File: src/rtl/core/sfc_pkg.sv
`timescale 1ns / 1ps
// sfc_pkg: shared types and constants for the SLIP framer with CRC-16/ARC.
// No dependencies; used by every file in rtl/core.
package sfc_pkg;

	localparam int CONTENT_BYTES = 1024;
	localparam int HDR_BYTES     = 7;
	localparam int ADDR_W        = (CONTENT_BYTES > 1) ? $clog2(CONTENT_BYTES) : 1;
	localparam int CNT_W         = $clog2(CONTENT_BYTES + 1);
	localparam int POS_W         = $clog2(CONTENT_BYTES + HDR_BYTES + 1);

	localparam logic [15:0] CRC_POLY     = 16'hA001;
	localparam logic [7:0]  SLIP_ESC     = 8'hDB;
	localparam logic [7:0]  SLIP_ESC_ESC = 8'hDD;
	localparam logic [7:0]  SLIP_END     = 8'hC0;
	localparam logic [7:0]  SLIP_ESC_END = 8'hDC;
	localparam logic [7:0]  FRAME_VER    = 8'h01;
	localparam logic [7:0]  FRAME_SEQ    = 8'h01;

	localparam logic [1:0] MODE_APPEND = 2'd0;
	localparam logic [1:0] MODE_FINISH = 2'd1;
	localparam logic [1:0] MODE_PULL   = 2'd2;

	typedef struct packed {
		logic [1:0] mode;
		logic [7:0] data_byte;
		logic [7:0] channel;
		logic       want_ack;
	} cmd_t;

	typedef struct packed {
		logic       valid_res;
		logic [7:0] out_byte;
		logic       frame_end;
	} res_t;

	// control into the serial CRC unit
	typedef struct packed {
		logic load;   // fold a byte in and start eight shift steps
		logic clear;  // back to the initial value
	} crc_ctrl_t;

	typedef enum logic [2:0] {
		ST_IDLE = 3'b001,
		ST_CRC  = 3'b010,
		ST_EMIT = 3'b100
	} state_t;

endpackage

File: src/rtl/core/sfc_crc16_serial.sv
`timescale 1ns / 1ps
// sfc_crc16_serial: bit-serial reflected CRC-16 (poly 0xA001), one bit a cycle.
// Depends on sfc_pkg.
module sfc_crc16_serial (
	input  logic              clk,
	input  logic              arst_n,
	input  sfc_pkg::crc_ctrl_t ctrl,
	input  logic [7:0]        data,
	output logic [15:0]       crc,
	output logic              last
);
	import sfc_pkg::*;

	logic [15:0] crc_q;
	logic [2:0]  bit_q;
	logic        active_q;

	always_ff @(posedge clk or negedge arst_n) begin
		if (!arst_n) begin
			crc_q    <= '0;
			bit_q    <= '0;
			active_q <= 1'b0;
		end else if (ctrl.clear) begin
			crc_q    <= '0;
			bit_q    <= '0;
			active_q <= 1'b0;
		end else if (ctrl.load) begin
			crc_q    <= crc_q ^ {8'h00, data};
			bit_q    <= '0;
			active_q <= 1'b1;
		end else if (active_q) begin
			crc_q    <= crc_q[0] ? ((crc_q >> 1) ^ CRC_POLY) : (crc_q >> 1);
			bit_q    <= bit_q + 3'd1;
			if (bit_q == 3'd7) begin
				active_q <= 1'b0;
			end
		end
	end

	assign crc  = crc_q;
	assign last = active_q && (bit_q == 3'd7);

endmodule

File: config.mk
export PLATFORM = sky130hd
export DESIGN_NAME = sfc_crc16_serial
export DESIGN_NICKNAME = d
export VERILOG_FILES = /design/src/rtl/core/sfc_pkg.sv /design/src/rtl/core/sfc_crc16_serial.sv
export SDC_FILE = /design/constraint.sdc
export NUM_CORES = 1
export LEC_CHECK = 0
export ABC_AREA = 1
export BUFFER_PORTS_ARGS = -buffer_cell sky130_fd_sc_hd__buf_2
export CAP_MARGIN = 20
export CORE_MARGIN = 1.5
export CORE_UTILIZATION = 45
export CTS_CLUSTER_DIAMETER = 120
export DETAILED_ROUTE_END_ITERATION = 8
export PLACE_DENSITY_LB_ADDON = 0.08
export RECOVER_POWER = 50
export SLEW_MARGIN = 20
export SYNTH_ARGS = -nofsm -noshare
export SYNTH_HDL_FRONTEND = slang
export SYNTH_SLANG_ARGS = --single-unit
export TNS_END_PERCENT = 5
File: constraint.sdc
create_clock -name clk -period 1 [get_ports clk]
set_input_delay 0.2 -clock clk [delete_from_list [all_inputs] [get_ports clk]]
set_output_delay 0.2 -clock clk [all_outputs]
set_load 0.02 [all_outputs]
==> reports/metrics.yaml, run 1 <==
outcome: "finished, violations left"
failed_checks: "negative setup slack"
ys_types: 15
place_ws_ns: -0.155
fin_crit_sh: 1.44
fin_skew_ns: 0.00165
syn_inst: 132
port_buffers: 28
setup_viol: 22
die_x_um: 50.0
drive_gt1_frac: 0.372
core_area_um2: 2020
synth_common_cells: "nand2_1, dfrtp_1, o21ai_0"
tightest_slew_ns: 0.490
post-dp-hpwl_um: 1600
clkPwrFrac: 0.247
seqPwrFrac: 0.497
h-tree-depth: 1
grtUsageTotal: 0.190
crit_path_end_kind: "output pin"
critPathLaunchType: "flip-flop"
drv_cap: 0
clk_latency_ns: 0.28
slew_headroom: 0.673
ant_nets: 0
p_leak_nw: 0.819
ys.flop_type: "dfrtp_1"
fp.dieH_um: 50.0
synth_edf_count: 0
diodes: 0
hold_viol: 0
place_area_um2: 1280
final_cell_area_um2: 1450
ir_drop_mv: 1.26
synthTopCellsByArea: "dfrtp_1, nand2_1, o21ai_0"
grt_pass1_vias: 883
cts_sinks: 20
p_int_w: 0.00132
cts.path.max_buffers: 2
clock.fmax_ghz: 0.696
via_per_inst: 4.72
yosys.area.top_type_share: 0.503
combPwrFrac: 0.256
synthArstFlopShare: 1.00
cts_tree: "yes"
r2r_cells: 6
first_iter_violations: 6
drtPass1Iterations: 4
ios: 29
final_nets: 195
vias: 978
yosysMostFrequentCell: "nand2_1"
avgRoutedWirePerCell_um: 10.5
period_needed_ns: 1.44
cts_made_buffers: 3
drc: 0
hold_path_end: "active_q$_DFF_PN0_"
grt_max_degree: 21
hold_start: "ctrl[0]"
grt_pass1_wl_um: 3740
setup_ws_ns: -0.437
final_max_slew_viol_count: 0
syn-num-nets: 146
r2r_start: "active_q$_DFF_PN0_"
cts-root-buf: "clkbuf_4"
yosys_warnings: 0
place.gp.congestion: 0.752
avgSynthCellArea_um2: 7.54
yosys_register_bits: 20
worstSetupPathType: "flip-flop to output pin"
crit_required_ns: 0.80
worstPathMaxFanout: 2
antenna_found_initial: 0
p_switching_w: 0.000518
pwr_density_cell_nw_per_um2: 1270
grt-ovfl-total: 0
start_util: 0.492
r2r_end: "crc[0]$_DFFE_PN0P_"
hold_depth: 2
holdWs_ns: 0.134
r2r_slack_ns: -0.06
switching_share: 0.281
ys_seq_area_frac: 0.503
dieArea_um2: 2500
critPathArrivalTime_ns: 1.24
final_util: 0.715
fill_cells: 162
drt_wl_total_um: 2180
power_w: 0.00184
syn_area_um2: 995
hp-class: "input port to flip-flop"
synth_top_cell_by_area: "dfrtp_1"
syn_to_final_growth_pct: 45.3
rows: 16
grt_setup_unrepaired: "true"
clkTransAtPathRegs_ns: 0.11
==> area by class of cell <==
cell class	instances	area, µm²	share of cell area
Multi-Input combinational cell	99	485	0.336
Sequential cell	20	502	0.347
Tap cell	27	33.8	0.0234
Clock buffer	4	36.3	0.0251
Timing Repair Buffer	47	350	0.242
Inverter	10	37.5	0.0260
==> through the flow <==
stage | cells | TNS [ns]
floorplan | 132 | -0.0461
global placement | 199 | -0.605
detailed placement | 199 | -1.31
CTS | 205 | -2.18
global route | 207 | -3.51
finish | 207 | -1.83
==> how the worst max path moves through the flow <==
stage | from | endpoint | slack (ns) | cells after the start
final | bit_q[0]$_DFFE_PN0P_ | last | -0.44 | 5
after global routing | bit_q[1]$_DFFE_PN0P_ | last | -0.50 | 5
after detailed placement | bit_q[1]$_DFFE_PN0P_ | last | -0.16 | 5
after CTS | bit_q[0]$_DFFE_PN0P_ | last | -0.45 | 5
after global placement | bit_q[1]$_DFFE_PN0P_ | last | -0.13 | 5
after floorplan | bit_q[0]$_DFFE_PN0P_ | last | -0.02 | 4
==> state kept, by name (all words and copies together), names as in the netlist <==
signal,count
bit_q,3
crc,16
active_q,1
==> layer usage <==
layer	GRT usage	part of all wire	vias to the layer above	wire length (µm)
met5	0	0	-	0
li1	-	-	508	-
met3	0.0424	0.039	2	86
met4	0.0370	0.0046	0	10
met2	0.309	0.47	20	1030
met1	0.258	0.48	448	1050
==> power groups by stage <==
stage | Clock [W] | Combinational, W | Sequential, W
floorplan | 0 | 0.000149 | 0.000970
CTS | 0.000477 | 0.000423 | 0.000913
global placement | 0 | 0.000365 | 0.000924
finish | 0.000455 | 0.000471 | 0.000916
detailed placement | 0 | 0.000374 | 0.000927
global route | 0.000513 | 0.000523 | 0.000923
==> cell families after synthesis <==
kind of cell / count (synthesis) / synth area share
buffers and inverters: 13 / 0.0616
flip-flops: 20 / 0.503
AO/OA/AOI/OAI: 18 / 0.0931
AND/OR/NAND/NOR: 79 / 0.317
adder cells (fa/ha/maj): 2 / 0.0252
==> critical path: stages, from the launching register on <==
cell and delay [ns]:
dfrtp_1 0.40, ha_2 0.20, ha_4 0.16, nand2_2 0.05, inv_2 0.03, buf_6 0.12
==> cells in the final DEF, fill, tap and decap left out <==
cell type and n:
buf_4 13, inv_2 2, o21ai_2 6, o21ai_0 8, nand3_1 4, buf_6 10, ha_2 1, o31ai_1 1
nand2_2 1, clkbuf_2 1, nand2_4 2, buf_12 1, dfrtp_2 1, clkbuf_4 3, ha_4 1, dlygate4sd3_1 1
nor2_2 1, nand2_1 64, nor2_1 5, inv_1 8, or2_2 1, nor3_2 1, dfrtp_1 19, clkbuf_8 1
buf_2 21, a21oi_1 3
==> what timing repair did <==
action,4_1_cts,5_1_grt
hold buffers,1,0
buffers inserted,1,2
pin swaps,2,6
gates resized for setup,18,14
endpoints found under the hold margin,20,0
setup endpoints to repair,24,36
Note: power is estimated with default switching activity, not from simulation.
==> run 2: changes to the inputs <==
- CELL_PAD_IN_SITES_DETAIL_PLACEMENT: not set -> 1
- CELL_PAD_IN_SITES_GLOBAL_PLACEMENT: not set -> 1
- CORE_UTILIZATION: 45 -> 32
==> reports/metrics.yaml, run 2 (synthesized netlist as in run 1, its figures left out) <==
outcome: "finished, violations left"
failed_checks: "negative setup slack"
period_needed_ns: 1.49  # +0.0541 ns
crit_path_end_kind: "output pin"
dp.cells: 206  # +3.5%
fp.dieH_um: 58.8  # +17%
slowest_stage: "dfrtp_1"
hp-class: "input port to flip-flop"
clkPwrFrac: 0.265  # +0.018
cts-root-buf: "clkbuf_4"
crit_chain: "ha_2, ha_4, nand2_2, inv_2, buf_6"
p_int_w: 0.00129  # -2.6%
h-tree-depth: 1  # unchanged
critPathArrivalTime_ns: 1.29  # +0.05 ns
top_usage_layer: "met2"
final_nets: 194  # -0.51%
p_switching_w: 0.000560  # +8.1%
setup_viol: 27  # +23%
hold_viol: 0  # unchanged
final_max_slew_viol_count: 0  # unchanged
grt_max_degree: 21  # unchanged
ios: 29  # unchanged
ir_drop_mv: 0.528  # -58%
holdWs_ns: 0.148  # +0.0139 ns
final_cell_count_no_fill: 212  # +2.4%
setup_ws_ns: -0.491  # -0.0541 ns
drt_wl_total_um: 2630  # +20%
cp_slowest_stage_delay_ns: 0.40  # about the same
switching_share: 0.303  # +0.0215
grt_use_met2: 0.310  # +0.000313
die_x_um: 58.8  # +17%
pwr_density_cell_nw_per_um2: 1270  # -0.43%
syn_to_final_growth_pct: 46.5
fin_skew_ns: 0.00247  # +0.000824 ns
final_util: 0.485  # -0.229
cts_sinks: 20  # unchanged
grtUsageTotal: 0.172  # -0.0182
timing.setup.tns_ns: -2.64  # -0.812 ns
dieArea_um2: 3450  # +38%
ant_nets: 0  # unchanged
r2r_cells: 4  # -2
post-dp-hpwl_um: 1860  # +17%
mostFrequentLayoutCells: "nand2_1, buf_2, dfrtp_1"
cts.path.max_buffers: 2  # unchanged
tightest_slew_ns: 0.500  # +0.00953 ns
core_area_um2: 3000  # +49%
grt_setup_unrepaired: "true"
vias: 1020  # +4.3%
largest_reg_flops: 16  # unchanged
combPwrFrac: 0.239  # -0.017
cts_made_buffers: 3  # unchanged
rows: 20  # +4
drtPass1Iterations: 2  # -2
avgRoutedWirePerCell_um: 12.4  # +18%
antenna_found_initial: 0  # unchanged
p_leak_nw: 0.817  # -0.25%
place.gp.congestion: 0.707  # -5.9%
grt_pass1_wl_um: 4490  # +20%
grtUsageMet3: 0.0198  # -0.0226
worstSetupPathType: "flip-flop to output pin"
crit_required_ns: 0.80  # about the same
grt_pass1_vias: 1036  # +17%
clock.fmax_ghz: 0.671  # -3.6%
port_buffers: 28  # unchanged
hold_depth: 4  # +2
grt-ovfl-total: 0  # unchanged
cts_tree: "yes"
use_met1: 0.198  # -0.0600
power_w: 0.00185  # +0.43%
final_common_cell: "nand2_1"
diodes: 0  # unchanged
drive_gt1_frac: 0.363  # -0.00909
fin_crit_sh: 1.49  # +0.0541
critPathLaunchType: "flip-flop"
via_per_inst: 4.81  # +1.8%
start_util: 0.331  # -0.161
slew_headroom: 0.667  # -0.00635
seqPwrFrac: 0.496  # about the same
worstPathMaxFanout: 2  # unchanged
clkTransAtPathRegs_ns: 0.11  # about the same
drv_cap: 0  # unchanged
first_iter_violations: 32  # +26
clk_latency_ns: 0.32  # +0.04 ns
drc: 0  # unchanged
==> run 2: final timing paths <==
kind	start	endpoint	slack [ns]
max in group asynchronous	arst_n	crc[0]$_DFFE_PN0P_	0.28
worst min-delay path	data[4]	crc[4]$_DFFE_PN0P_	0.15
worst max-delay path	bit_q[1]$_DFFE_PN0P_	last	-0.49
worst min register to register	crc[8]$_DFFE_PN0P_	crc[8]$_DFFE_PN0P_	0.51
min in group asynchronous	arst_n	crc[5]$_DFFE_PN0P_	0.36
worst max register to register	bit_q[1]$_DFFE_PN0P_	active_q$_DFF_PN0_	-0.14
==> run 2: metal layers <==
metal  share of wire  routed length, µm  vias to the layer above
met5               0                  0                        -
met4           0.023                 61                        0
met3           0.028                 73                        6
met2            0.52               1360                       17
met1            0.43               1130                      493
li1                -                  -                      504
==> run 2: what timing repair did <==
action	4_1_cts	5_1_grt
gates resized for setup	17	10
setup endpoints to repair	31	37
hold buffers	1	0
pin swaps	5	9
setup buffers	0	1
endpoints found under the hold margin	20	0
==> run 2: cell type report <==
cell class | count | area (µm²)
sequential | 20 | 503
multi-input combinational | 99 | 494
clock buffer | 4 | 36.3
inverter | 10 | 37.5
timing repair buffer | 46 | 345
fill | 392 | 1550
tap | 33 | 41.3
==> run 2: power by group through the flow <==
stage,Combinational (W),Clock [W],Sequential [W]
after global placement,0.000381,0,0.000924
final,0.000441,0.000491,0.000918
after global routing,0.000488,0.000539,0.000927
after detailed placement,0.000398,0,0.000928
after floorplan,0.000149,0,0.000970
after CTS,0.000428,0.000527,0.000916
==> run 2: metrics by stage <==
| step | instance area (µm²) | setup slack [ns] |
|---|---|---|
| global route | 1460 | -0.523 |
| finish | 1460 | -0.491 |
| global placement | 1310 | -0.144 |
| CTS | 1410 | -0.507 |
| floorplan | 1010 | -0.0221 |
| detailed placement | 1310 | -0.162 |
==> run 2: worst max-delay path: cells and delay by family, from the launching register on <==
kind,cells,cell delay (ns)
DFF,1,0.40
buffers and inverters,2,0.16
adders and majority gates,2,0.36
and+or+nand+nor,1,0.05
==> run 3: changes to the inputs <==
- GPL_TIMING_DRIVEN: not set -> 0
- REMOVE_ABC_BUFFERS: not set -> 1
==> reports/metrics.yaml, run 3 (synthesized netlist as in run 1, its figures left out) <==
first_iter_violations: 52  # +63%
hold_start: "ctrl[0]"
h-tree-depth: 1  # unchanged
hp-class: "input port to flip-flop"
p_leak_nw: 0.747  # -8.6%
mostFrequentLayoutCells: "nand2_1, buf_2, dfrtp_1"
grt_pass1_wl_um: 4060  # -9.5%
tightest_slew_ns: 0.543  # +0.0430 ns
r2r_end: "active_q$_DFF_PN0_"
critPathLaunchType: "flip-flop"
port_buffers: 28  # unchanged
crit_required_ns: 0.80  # about the same
setup_viol: 37  # +37%
cts_sinks: 20  # unchanged
final_nets: 182  # -6.2%
drive_gt1_frac: 0.281  # -0.0817
fin_skew_ns: 0.0142  # +0.0117 ns
grtUsageTotal: 0.153  # -0.0190
ant_nets: 0  # unchanged
setup_ws_ns: -0.481  # +0.0100 ns
crit_path_end_kind: "output pin"
final_max_slew_viol_count: 0  # unchanged
diodes: 0  # unchanged
core_area_um2: 3000  # unchanged
r2r_start: "bit_q[0]$_DFFE_PN0P_"
worstPathMaxFanout: 2  # unchanged
dieArea_um2: 3450  # unchanged
period_needed_ns: 1.48  # -0.0100 ns
via_per_inst: 4.72  # -2.0%
largest_reg_flops: 16  # unchanged
cts_made_buffers: 3  # unchanged
fp.dieH_um: 58.8  # unchanged
critPathArrivalTime_ns: 1.28  # about the same
clock.fmax_ghz: 0.675  # +0.68%
slew_headroom: 0.638  # -0.0291
clkTransAtPathRegs_ns: 0.13  # +0.02 ns
grt_pass1_vias: 905  # -13%
rows: 20  # unchanged
cts_tree: "yes"
post-dp-hpwl_um: 1600  # -14%
final_common_cell: "nand2_1"
fin_crit_sh: 1.48  # -0.0100
drv_cap: 0  # unchanged
pwr_density_cell_nw_per_um2: 1500  # +18%
drt_wl_total_um: 2400  # -8.8%
place.gp.congestion: 0.664  # -6.1%
fill_cells: 392  # unchanged
drc: 0  # unchanged
avgRoutedWirePerCell_um: 12.0  # -3.3%
r2r_slack_ns: -0.32  # -0.18 ns
outcome: "finished, violations left"
drtPass1Iterations: 3  # +1
worstSetupPathType: "flip-flop to output pin"
failed_checks: "negative setup slack"
hold_viol: 0  # unchanged
hold_depth: 2  # -2
cts.path.max_buffers: 2  # unchanged
clk_latency_ns: 0.30  # -0.02 ns
antenna_found_initial: 0  # unchanged
grt_max_degree: 21  # unchanged
final_util: 0.438  # -0.0471
grt_setup_unrepaired: "true"
r2r_cells: 5  # +1
timing.setup.tns_ns: -5.87  # -3.22 ns
start_util: 0.331  # unchanged
die_x_um: 58.8  # unchanged
ios: 29  # unchanged
grt-ovfl-total: 0  # unchanged
vias: 943  # -7.5%
hold_path_end: "active_q$_DFF_PN0_"
syn_to_final_growth_pct: 32.3
cts-root-buf: "clkbuf_4"
ir_drop_mv: 0.658  # +24%
## run 3: cell types whose count changed in the layout (fill, tap and decap cells not counted), sizes merged
| cell | change |
|---|---|
| buf | -12 |
| bufinv | +1 |
| clkbuf | -1 |
## run 3: worst max path at each step
stage | from | to | cells past startpoint
after global routing | bit_q[0]$_DFFE_PN0P_ | last | 5
after floorplan | ctrl[0] | crc[13]$_DFFE_PN0P_ | 4
after CTS | bit_q[1]$_DFFE_PN0P_ | last | 5
after global placement | ctrl[0] | crc[13]$_DFFE_PN0P_ | 5
after detailed placement | ctrl[0] | crc[13]$_DFFE_PN0P_ | 5
final | bit_q[0]$_DFFE_PN0P_ | last | 5
## run 3: stage by stage
stage | hold WS (ns) | power, W | instance area (µm²) | instances | setup slack (ns)
2_1_floorplan | -0.0956 | 0.00110 | 971 | 129 | -0.257
3_3_place_gp | 0.186 | 0.00122 | 1150 | 190 | -0.927
3_5_place_dp | 0.191 | 0.00123 | 1150 | 190 | -0.940
6_report | 0.164 | 0.00197 | 1320 | 200 | -0.481
5_1_grt | 0.161 | 0.00206 | 1320 | 200 | -0.538
4_1_cts | 0.162 | 0.00196 | 1290 | 198 | -0.493
## run 3: timing repair
action / CTS / global route
pin swaps: 3 / 2
resized for setup: 13 / 6
hold buffers: 1 / 0
endpoints found under the setup margin: 37 / 37
endpoints found under the hold margin: 20 / 0
buffers inserted: 3 / 2
gates cloned: 0 / 0
## run 3: power breakdown
part	switching [W]	internal [W]	total (W)
Combinational	0.000213	0.000163	0.000377
Sequential	0.0000547	0.000866	0.000921
Clock	0.000266	0.000405	0.000671
Total	0.000534	0.00143	0.00197
## run 3: final cells by class
class | count | area (µm²) | area share
flip-flops and latches | 20 | 502 | 0.381
repair buffers | 34 | 219 | 0.166
inverters | 10 | 37.5 | 0.0285
well taps | 33 | 41.3 | 0.0314
multi-input cells | 99 | 464 | 0.353
clock inverters | 1 | 30.0 | 0.0228
clock buffers | 3 | 22.5 | 0.0171
## run 3: routing by layer
metal / vias to the layer above / part of all wire / global-route usage
li1: 483 / - / -
met1: 440 / 0.46 / 0.196
met2: 18 / 0.50 / 0.270
met3: 2 / 0.033 / 0.0198
met4: 0 / 0.0075 / 0.0390
met5: - / 0 / 0
## run 3: critical path, cell delays in order (launching register included)
cell and delay [ns]:
dfrtp_1 0.41, ha_2 0.20, ha_4 0.16, nand2_2 0.05, inv_2 0.03, buf_6 0.12
